File: src/rtl/period_average_pitch_classifier_assert.svh
// assertion macros for the period average pitch classifier
// used by period_average_pitch_classifier.sv; no other dependencies
`ifndef PERIOD_AVERAGE_PITCH_CLASSIFIER_ASSERT_SVH
`define PERIOD_AVERAGE_PITCH_CLASSIFIER_ASSERT_SVH

// same-cycle implication, skipped while reset is high
`define PAPC_ASSERT_NOW(label, clk, rst, ante, cons) \
   label: assert property (@(posedge clk) disable iff (rst) (ante) |-> (cons)) \
      else $error("papc assertion failed: same-cycle check");

// next-cycle implication, skipped while reset is high
`define PAPC_ASSERT_NEXT(label, clk, rst, ante, cons) \
   label: assert property (@(posedge clk) disable iff (rst) (ante) |=> (cons)) \
      else $error("papc assertion failed: next-cycle check");

`endif

File: src/rtl/papc_pkg.sv
// shared constants for the period average pitch classifier
// no dependencies; used by period_average_pitch_classifier.sv
`default_nettype none

package papc_pkg;

   localparam int WINDOW     = 5;
   localparam int DATA_W     = 16;
   localparam int LED_W      = 15;
   localparam int NUM_THRESH = LED_W - 1;

   localparam int SLOT_W = (WINDOW > 1) ? $clog2(WINDOW) : 1;
   localparam int FILL_W = $clog2(WINDOW + 1);
   localparam int SUM_W  = DATA_W + $clog2(WINDOW);

   // divide by window as multiply by rounded-up reciprocal, exact for SUM_W-bit sums
   localparam int DIV_SHIFT = SUM_W + $clog2(WINDOW);
   localparam int MULT_W    = DIV_SHIFT + 1;
   localparam int PROD_W    = SUM_W + MULT_W;
   localparam logic [MULT_W-1:0] DIV_MULT =
      MULT_W'(((64'd1 << DIV_SHIFT) + 64'(WINDOW) - 64'd1) / 64'(WINDOW));

   localparam logic [DATA_W-1:0] THRESH [NUM_THRESH] = '{
      16'd8922, 16'd8948, 16'd8974, 16'd8999, 16'd9025, 16'd9052, 16'd9078,
      16'd9104, 16'd9130, 16'd9157, 16'd9184, 16'd9210, 16'd9236, 16'd9263
   };

   localparam logic OP_CAPTURE  = 1'b0;
   localparam logic OP_OVERFLOW = 1'b1;

endpackage

`default_nettype wire

File: src/rtl/period_average_pitch_classifier.sv
// period average pitch classifier: capture ring, running sum, divide, led binning
// depends on papc_pkg and period_average_pitch_classifier_assert.svh
//
// usage
//   req channel: req_valid/req_stall carry one item, an operation bit and a
//   16-bit captured period. a capture replaces the oldest of the last window
//   entries; an overflow item clears ring, sum and warm-up count.
//   rsp channel: rsp_valid/rsp_stall carry rsp_leds (one-hot pitch bin,
//   bit 14 far sharp, bit 0 far flat) and rsp_average (sum / window).
//   the first window captures after reset or overflow give no item; each
//   later capture gives one item. an overflow gives leds and average of zero.
//   path: an accepted item passes the input register, the state update, the
//   reciprocal multiply and the bin compare before it shows on rsp.
//   throughput: one item per cycle while rsp_stall is low; the running sum
//   register updates once per item, which sets that figure.
//   stall: each stage holds while the next is full and stalled; req_stall
//   rises only once all stages are full and rsp_stall is high.
//   reset: synchronous, active high; clears ring, sum, slot, count and all
//   valid bits.
`default_nettype none

module period_average_pitch_classifier (
   input  wire logic                        clock,
   input  wire logic                        reset,
   input  wire logic                        req_valid,
   output logic                             req_stall,
   input  wire logic                        req_operation,
   input  wire logic [papc_pkg::DATA_W-1:0] req_capture_value,
   output logic                             rsp_valid,
   input  wire logic                        rsp_stall,
   output logic [papc_pkg::LED_W-1:0]       rsp_leds,
   output logic [papc_pkg::DATA_W-1:0]      rsp_average
);

   `include "period_average_pitch_classifier_assert.svh"

   logic out_free, s3_free, s2_free, s1_free, s1_fire;

   logic                          s1_valid_ff, s1_valid_in;
   logic                          s1_op_ff, s1_op_in;
   logic [papc_pkg::DATA_W-1:0]   s1_cap_ff, s1_cap_in;

   logic [papc_pkg::DATA_W-1:0]   ring_ff [papc_pkg::WINDOW];
   logic [papc_pkg::DATA_W-1:0]   ring_in [papc_pkg::WINDOW];
   logic [papc_pkg::SLOT_W-1:0]   slot_ff, slot_in;
   logic [papc_pkg::FILL_W-1:0]   fill_ff, fill_in;
   logic [papc_pkg::SUM_W-1:0]    sum_ff, sum_in, sum_upd;

   logic                          s2_valid_ff, s2_valid_in;
   logic                          s2_ovf_ff, s2_ovf_in;
   logic [papc_pkg::SUM_W-1:0]    s2_sum_ff, s2_sum_in;
   logic [papc_pkg::PROD_W-1:0]   product;

   logic                          s3_valid_ff, s3_valid_in;
   logic                          s3_ovf_ff, s3_ovf_in;
   logic [papc_pkg::DATA_W-1:0]   s3_avg_ff, s3_avg_in;
   logic [papc_pkg::NUM_THRESH-1:0] at_or_above;
   logic [papc_pkg::LED_W-1:0]    bin_leds;

   logic                          rsp_valid_ff, rsp_valid_in;
   logic [papc_pkg::LED_W-1:0]    rsp_leds_ff, rsp_leds_in;
   logic [papc_pkg::DATA_W-1:0]   rsp_avg_ff, rsp_avg_in;

   always_comb begin
      out_free  = !rsp_valid_ff || !rsp_stall;
      s3_free   = !s3_valid_ff || out_free;
      s2_free   = !s2_valid_ff || s3_free;
      s1_free   = !s1_valid_ff || s2_free;
      req_stall = !s1_free;
      s1_fire   = s1_valid_ff && s2_free;

      // input register
      s1_valid_in = s1_valid_ff;
      s1_op_in    = s1_op_ff;
      s1_cap_in   = s1_cap_ff;
      if (s1_free) begin
         s1_valid_in = req_valid;
      end
      if (req_valid && s1_free) begin
         s1_op_in  = req_operation;
         s1_cap_in = req_capture_value;
      end

      // ring, slot, warm-up count and running sum
      sum_upd = sum_ff - papc_pkg::SUM_W'(ring_ff[slot_ff])
              + papc_pkg::SUM_W'(s1_cap_ff);
      ring_in = ring_ff;
      slot_in = slot_ff;
      fill_in = fill_ff;
      sum_in  = sum_ff;
      if (s1_fire) begin
         if (s1_op_ff == papc_pkg::OP_OVERFLOW) begin
            for (int i = 0; i < papc_pkg::WINDOW; i++) begin
               ring_in[i] = '0;
            end
            slot_in = '0;
            fill_in = '0;
            sum_in  = '0;
         end else begin
            ring_in[slot_ff] = s1_cap_ff;
            slot_in = (slot_ff == papc_pkg::SLOT_W'(papc_pkg::WINDOW - 1)) ? '0
                    : slot_ff + papc_pkg::SLOT_W'(1);
            sum_in  = sum_upd;
            if (fill_ff != papc_pkg::FILL_W'(papc_pkg::WINDOW)) begin
               fill_in = fill_ff + papc_pkg::FILL_W'(1);
            end
         end
      end

      // sum stage; warm-up captures leave no item
      s2_valid_in = s2_valid_ff;
      s2_ovf_in   = s2_ovf_ff;
      s2_sum_in   = s2_sum_ff;
      if (s2_free) begin
         s2_valid_in = s1_valid_ff && ((s1_op_ff == papc_pkg::OP_OVERFLOW)
                       || (fill_ff == papc_pkg::FILL_W'(papc_pkg::WINDOW)));
         s2_ovf_in   = (s1_op_ff == papc_pkg::OP_OVERFLOW);
         s2_sum_in   = sum_upd;
      end

      // divide by window
      product   = papc_pkg::PROD_W'(s2_sum_ff) * papc_pkg::PROD_W'(papc_pkg::DIV_MULT);
      s3_valid_in = s3_valid_ff;
      s3_ovf_in   = s3_ovf_ff;
      s3_avg_in   = s3_avg_ff;
      if (s3_free) begin
         s3_valid_in = s2_valid_ff;
         s3_ovf_in   = s2_ovf_ff;
         s3_avg_in   = s2_ovf_ff ? '0 : product[papc_pkg::DIV_SHIFT +: papc_pkg::DATA_W];
      end

      // pitch bin
      for (int i = 0; i < papc_pkg::NUM_THRESH; i++) begin
         at_or_above[i] = (s3_avg_ff >= papc_pkg::THRESH[i]);
      end
      bin_leds[papc_pkg::LED_W-1] = !at_or_above[0];
      bin_leds[0] = at_or_above[papc_pkg::NUM_THRESH-1];
      for (int j = 1; j < papc_pkg::LED_W - 1; j++) begin
         bin_leds[j] = at_or_above[papc_pkg::NUM_THRESH-1-j]
                     && !at_or_above[papc_pkg::NUM_THRESH-j];
      end

      // result register
      rsp_valid_in = rsp_valid_ff;
      rsp_leds_in  = rsp_leds_ff;
      rsp_avg_in   = rsp_avg_ff;
      if (out_free) begin
         rsp_valid_in = s3_valid_ff;
         rsp_leds_in  = s3_ovf_ff ? '0 : bin_leds;
         rsp_avg_in   = s3_avg_ff;
      end
   end

   always_ff @(posedge clock) begin
      if (reset) begin
         s1_valid_ff  <= 1'b0;
         s2_valid_ff  <= 1'b0;
         s3_valid_ff  <= 1'b0;
         rsp_valid_ff <= 1'b0;
         slot_ff      <= '0;
         fill_ff      <= '0;
         sum_ff       <= '0;
         for (int i = 0; i < papc_pkg::WINDOW; i++) begin
            ring_ff[i] <= '0;
         end
      end else begin
         s1_valid_ff  <= s1_valid_in;
         s2_valid_ff  <= s2_valid_in;
         s3_valid_ff  <= s3_valid_in;
         rsp_valid_ff <= rsp_valid_in;
         slot_ff      <= slot_in;
         fill_ff      <= fill_in;
         sum_ff       <= sum_in;
         ring_ff      <= ring_in;
      end
   end

   always_ff @(posedge clock) begin
      s1_op_ff    <= s1_op_in;
      s1_cap_ff   <= s1_cap_in;
      s2_ovf_ff   <= s2_ovf_in;
      s2_sum_ff   <= s2_sum_in;
      s3_ovf_ff   <= s3_ovf_in;
      s3_avg_ff   <= s3_avg_in;
      rsp_leds_ff <= rsp_leds_in;
      rsp_avg_ff  <= rsp_avg_in;
   end

   assign rsp_valid   = rsp_valid_ff;
   assign rsp_leds    = rsp_leds_ff;
   assign rsp_average = rsp_avg_ff;

   // overflow item empties the window
   `PAPC_ASSERT_NEXT(a_ovf_clears, clock, reset, s1_fire && s1_op_ff, (fill_ff == '0) && (sum_ff == '0))
   // warm-up count and slot stay in range
   `PAPC_ASSERT_NOW(a_state_range, clock, reset, 1'b1, (fill_ff <= papc_pkg::FILL_W'(papc_pkg::WINDOW)) && (slot_ff <= papc_pkg::SLOT_W'(papc_pkg::WINDOW - 1)))
   // an all-off pattern only comes with a zero average
   `PAPC_ASSERT_NOW(a_off_zero, clock, reset, rsp_valid && (rsp_leds == '0), rsp_average == '0)
   // a lit pattern has exactly one led
   `PAPC_ASSERT_NOW(a_one_hot, clock, reset, rsp_valid, $onehot0(rsp_leds))

endmodule

`default_nettype wire

File: config.mk
export PLATFORM = sky130hd
export DESIGN_NAME = period_average_pitch_classifier
export DESIGN_NICKNAME = d
export VERILOG_FILES = /design/src/rtl/papc_pkg.sv /design/src/rtl/period_average_pitch_classifier.sv
export VERILOG_INCLUDE_DIRS = /design/src /design/src/rtl
export SDC_FILE = /design/constraint.sdc
export NUM_CORES = 1
export LEC_CHECK = 0
export ABC_AREA = 1
export ABC_CLOCK_PERIOD_IN_PS = 6900
export BUFFER_PORTS_ARGS = -buffer_cell sky130_fd_sc_hd__buf_4
export CORE_AREA = 2 2 170 172
export DETAILED_ROUTE_END_ITERATION = 12
export DIE_AREA = 0 0 172 174
export GPL_TIMING_DRIVEN = 0
export PLACE_DENSITY = 0.71
export SLEW_MARGIN = 20
export SYNTH_ARGS = -nofsm -noshare
export SYNTH_HDL_FRONTEND = slang
export SYNTH_SLANG_ARGS = --single-unit
File: constraint.sdc
create_clock -name clock -period 6.9 [get_ports clock]
set_input_delay 1.38 -clock clock [delete_from_list [all_inputs] [get_ports clock]]
set_output_delay 1.38 -clock clock [all_outputs]
set_load 0.05 [all_outputs]
; ---- After elaboration in Yosys (flattened, before gate mapping)
; Index checks and enable logic that the tools add are counted.
; W data, S select, Z words.
[totals]
wordCells = 101
ff_bits = 194
input_bits = 21
out_inout_bits = 33
[op_classes]
addsub = 4
reduce_logical = 44
order_cmp = 16
mul = 1
eq_ne = 3
bitwise = 1
muxes = 12
[ops]
columns = operator, n
row1 = $ge A16 B14 Y1 const B, 14
row2 = $bwmux W80, 1
row3 = $mux W80, 1
row4 = $bmux W16 S3, 1
row5 = $demux W16 S3, 1
row6 = $mux W16, 3
row7 = $mul A19 B20 Y38 const B, 1
row8 = $logic_not A1 Y1, 20
row9 = $add A19 B16 Y19, 1
row10 = $mux W19, 1
row11 = $sub A19 B16 Y19, 1
row12 = $logic_and A1 B1 Y1, 17
row13 = $mux W3, 4
row14 = $add A3 B1 Y3 const B, 2
row15 = $eq A3 B3 Y1 const B, 2
row16 = $logic_or A1 B1 Y1, 5
row17 = $ge A4 B4 Y1 const B, 1
row18 = $lt A4 B1 Y1 const B, 1
row19 = $not A3 Y4, 1
row20 = $ne A3 B3 Y1 const B, 1
row21 = $reduce_and A2 Y1, 1
row22 = $reduce_bool A2 Y1, 1

; ---- Depth between registers and ports, before layout
[logic_depth]
word_depth = 7
mapped_depth = 25

; ---- Worst setup path before layout
; Ideal clock, no wire load.
[synth_path]
kind = flip-flop to flip-flop
from = register s2_sum_ff[8] (netlist name)
to = register s3_avg_ff[11] (netlist name), data pin
slack_ps = 1914
t_required_ps = 6645
stages_incl_launch_ff = 22
period_less_slack_ps = 4986
t_arrival_ps = 4732
cell_sequence = edfxtp_1 > inv_1 > ha_1 > inv_1 > fa_1 > fa_1 > inv_1 > fa_1 > inv_1 > fa_1 > inv_1 > fa_1 > inv_1 > ha_1 > a21oi_1 > o21ai_0 > a21oi_1 > nor2_1 > nor3_1 > nand3_1 > nand2_1 > nor2_1
[synth_via]
elab_chain_len = 1
[synth_rtl]
columns = item, line_no
row1 = start: declaration, period_average_pitch_classifier.sv:51  ; logic [papc_pkg::SUM_W-1:0] s2_sum_ff, s2_sum_in;
row2 = start signal: assignment, period_average_pitch_classifier.sv:182  ; s2_sum_ff <= s2_sum_in;
row3 = $mul A19 B20 Y38, period_average_pitch_classifier.sv:122  ; product = papc_pkg::PROD_W'(s2_sum_ff) * papc_pkg::PROD_W'(papc_pkg::DIV_MULT);
row4 = end signal: assignment, period_average_pitch_classifier.sv:184  ; s3_avg_ff <= s3_avg_in;
row5 = end: declaration, period_average_pitch_classifier.sv:56  ; logic [papc_pkg::DATA_W-1:0] s3_avg_ff, s3_avg_in;
; Every way passes these cells.
; A chain may end at the register's enable or synchronous reset.

; ---- Final worst setup path
; Same ends and word-level chain as after synthesis.

==> flow_summary.ini <==
[finish]
diodes = 0
area_delta_synth_final_pct = 9.95
layout_commonest_cell = nand2_1
final_cell_mix = 424 x nand2_1, 379 x inv_1, 175 x a21oi_1
nets = 2207
drive_above_1_share_pct = 6.69

[clock_network]
path_clk_slew_ps = 80
cts_resized = 0
post_cts_buffers = 0
clockBufferDepth = 2
cts_tree = built
ctsHoldBuffers = 0
cts_root_buf = clkbuf_16
htreeDepth = 4
cts_buffers = 17
cts_sinks = 194
worstSkewPairLatency_ps = 450

[global_routing]
grt_pass1_vias = 12100
grt_remaining_overflow = 0
grt_usage_pct = 26.2
grt_pass1_wl_um = 61100
antenna_found_initial = 0
grt_max_degree = 33

[worst_setup_path]
rr_worst_depth = 20
reg2reg_from = s2_sum_ff[8]
critical_path_arrival_ps = 6010
crit_fanout = 5
cp-start-kind = flip-flop
worstPathRequired_ps = 7140
rrSetupSlack_ps = 1120
worst-setup-path-type = flip-flop to flip-flop
critical_path.startpoint = s2_sum_ff[8]
reg2reg_to = s3_avg_ff[11]
end_kind = flip-flop
cp-endpoint = s3_avg_ff[11]

[route]
vias = 12000
drtIter0Drc = 826
wl_met2_um = 18600
vias_per_cell = 5.20
drc = 0
wl_met3_um = 1530
totalWireLength_um = 37500
drtPass1Iterations = 6
wl_met1_um = 15900
ant_nets = 0
routedWlPerCell_um = 16.2
top_layer_used = met4

[synth]
synth_edf_count = 85
synthCells = 1843
syn-cell-area_um2 = 15200
syn_area_per_cell_um2 = 8.24
synth_top_cell_area_share_pct = 16.8
ys_seq_area_share_pct = 31.2
ys_ff_latch = 194
synthFlopType = dfxtp_1
yosys_warnings = 0
synth_area_leader_cell = edfxtp_1
synth_cell_types = 43
synthTopCellsByArea = edfxtp_1 17%, fa_1 15%, dfxtp_1 14%
async_flop_share_pct = 0
synth_nets = 2135

[sta]
max_freq_ghz = 0.173
rsz0062_at_grt = false
worst_slew_pin_slew_ps = 823
setup_viol = 0
skew_ps = 21.7
hold_violations = 0
final.min_clock_period_ps = 5780
post-route-period-util_pct = 83.7
slew_headroom_pct = 45.1
drv_slew = 0
setup_tns_ps = 0
fin_ws_ps = 1120

[floorplanning]
rows = 62
io_pins = 54
initial_core_util_pct = 53.8
die-area_um2 = 29900
die_h_um = 174
die-width_um = 172
core_um2 = 28200

[placement]
portBuffers = 52
pre_cts_ws_ps = 1210
gp_congestion = 0.900
post-dp-hpwl_um = 30600

[min_path]
hold_depth = 0
min-delay-path-class = flip-flop to flip-flop

[job]
drv_cap = 0

[run_status]
status = finished, final reports clean
==> Yosys cell counts, types with 2 or more instances <==
cell / n
nor3_2: 4
nor2_8: 11
xor2_1: 12
nor3_1: 16
and3_1: 4
xnor2_1: 4
a22oi_1: 16
edfxtp_1: 85
o21ai_1: 2
nand3_1: 45
clkbuf_1: 25
a21boi_0: 2
a31oi_1: 6
nand3b_1: 3
inv_2: 4
a31o_2: 2
o211ai_1: 4
nor4_1: 7
dfxtp_1: 109
buf_2: 12
and2_1: 7
ha_1: 157
nand2_1: 425
a21o_1: 7
buf_1: 4
nor2_1: 113
nand4_1: 26
o21ai_0: 34
o21bai_1: 11
a21oi_1: 175
o21a_1: 4
nor2_4: 3
o21ai_2: 3
fa_1: 114
inv_1: 379
==> worst min-delay path by stage <==
stage                 start             end  slack (ps)
6_report       s3_avg_ff[5]  rsp_average[5]         450
5_1_grt        s3_avg_ff[5]  rsp_average[5]         460
4_1_cts        s3_avg_ff[5]  rsp_average[5]         450
3_5_place_dp   s3_avg_ff[5]  rsp_average[5]         440
3_3_place_gp   s3_avg_ff[5]  rsp_average[5]         430
2_1_floorplan  s3_avg_ff[5]  rsp_average[5]         420
==> per-stage QoR <==
step | hold slack [ps] | utilization, % | instance area [um^2] | instances
2_1_floorplan | 421 | - | 15200 | 1843
3_3_place_gp | 431 | 56.9 | 16100 | 2279
6_report | 447 | 59.1 | 16700 | 2312
4_1_cts | 447 | 59.1 | 16700 | 2312
5_1_grt | 459 | 59.1 | 16700 | 2312
3_5_place_dp | 436 | 56.9 | 16100 | 2280
==> registers in the layout (all words and copies together) (netlist names) <==
register     count
s1_op_ff         1
rsp_average     16
s2_ovf_ff        1
s1_cap_ff       16
s3_avg_ff       16
s1_valid_ff      1
ring_ff         80
s2_sum_ff       19
s3_ovf_ff        1
fill_ff          3
sum_ff          19
s2_valid_ff      1
rsp_valid        1
slot_ff          3
s3_valid_ff      1
rsp_leds        15
==> area by class of cell <==
class / instances / area [um^2]
tap: 384 / 480
clock buffer: 20 / 468
timing repair buffer: 53 / 405
multi-input combinational: 1224 / 8830
clock inverter: 12 / 153
inverter: 383 / 1440
fill: 2593 / 11500
buffer: 42 / 189
sequential: 194 / 4730
==> logic make-up after synthesis <==
| family | Yosys count | synth area share, % |
|---|---|---|
| compound gates | 269 | 9.83 |
| xor+xnor | 16 | 0.923 |
| fa+ha+maj | 271 | 28.0 |
| buf+inv | 425 | 10.7 |
| flops | 194 | 31.2 |
| simple gates | 668 | 19.4 |
==> layer usage <==
layer  GRT usage [%]  vias to the layer above
li1                -                     5978
met1            32.9                     5623
met2            45.6                      341
met3            2.96                       81
met4            10.9                        0
met5               0                        -
==> worst max-delay path: stages (launching register included) <==
cell and delay [ps]:
edfxtp_1 480, inv_1 80, ha_1 280, inv_1 70
fa_1 500, fa_1 580, inv_1 110, fa_1 540
inv_1 50, fa_1 520, inv_1 50, fa_1 530
inv_1 40, ha_1 350, a21oi_1 250, o21ai_0 190
a21oi_1 260, nor2_1 90, nor3_1 210, a21oi_1 110
nor2_1 260
Power is not shown: default switching activity piles up to over one toggle a cycle in this logic, so the estimate is an artifact.
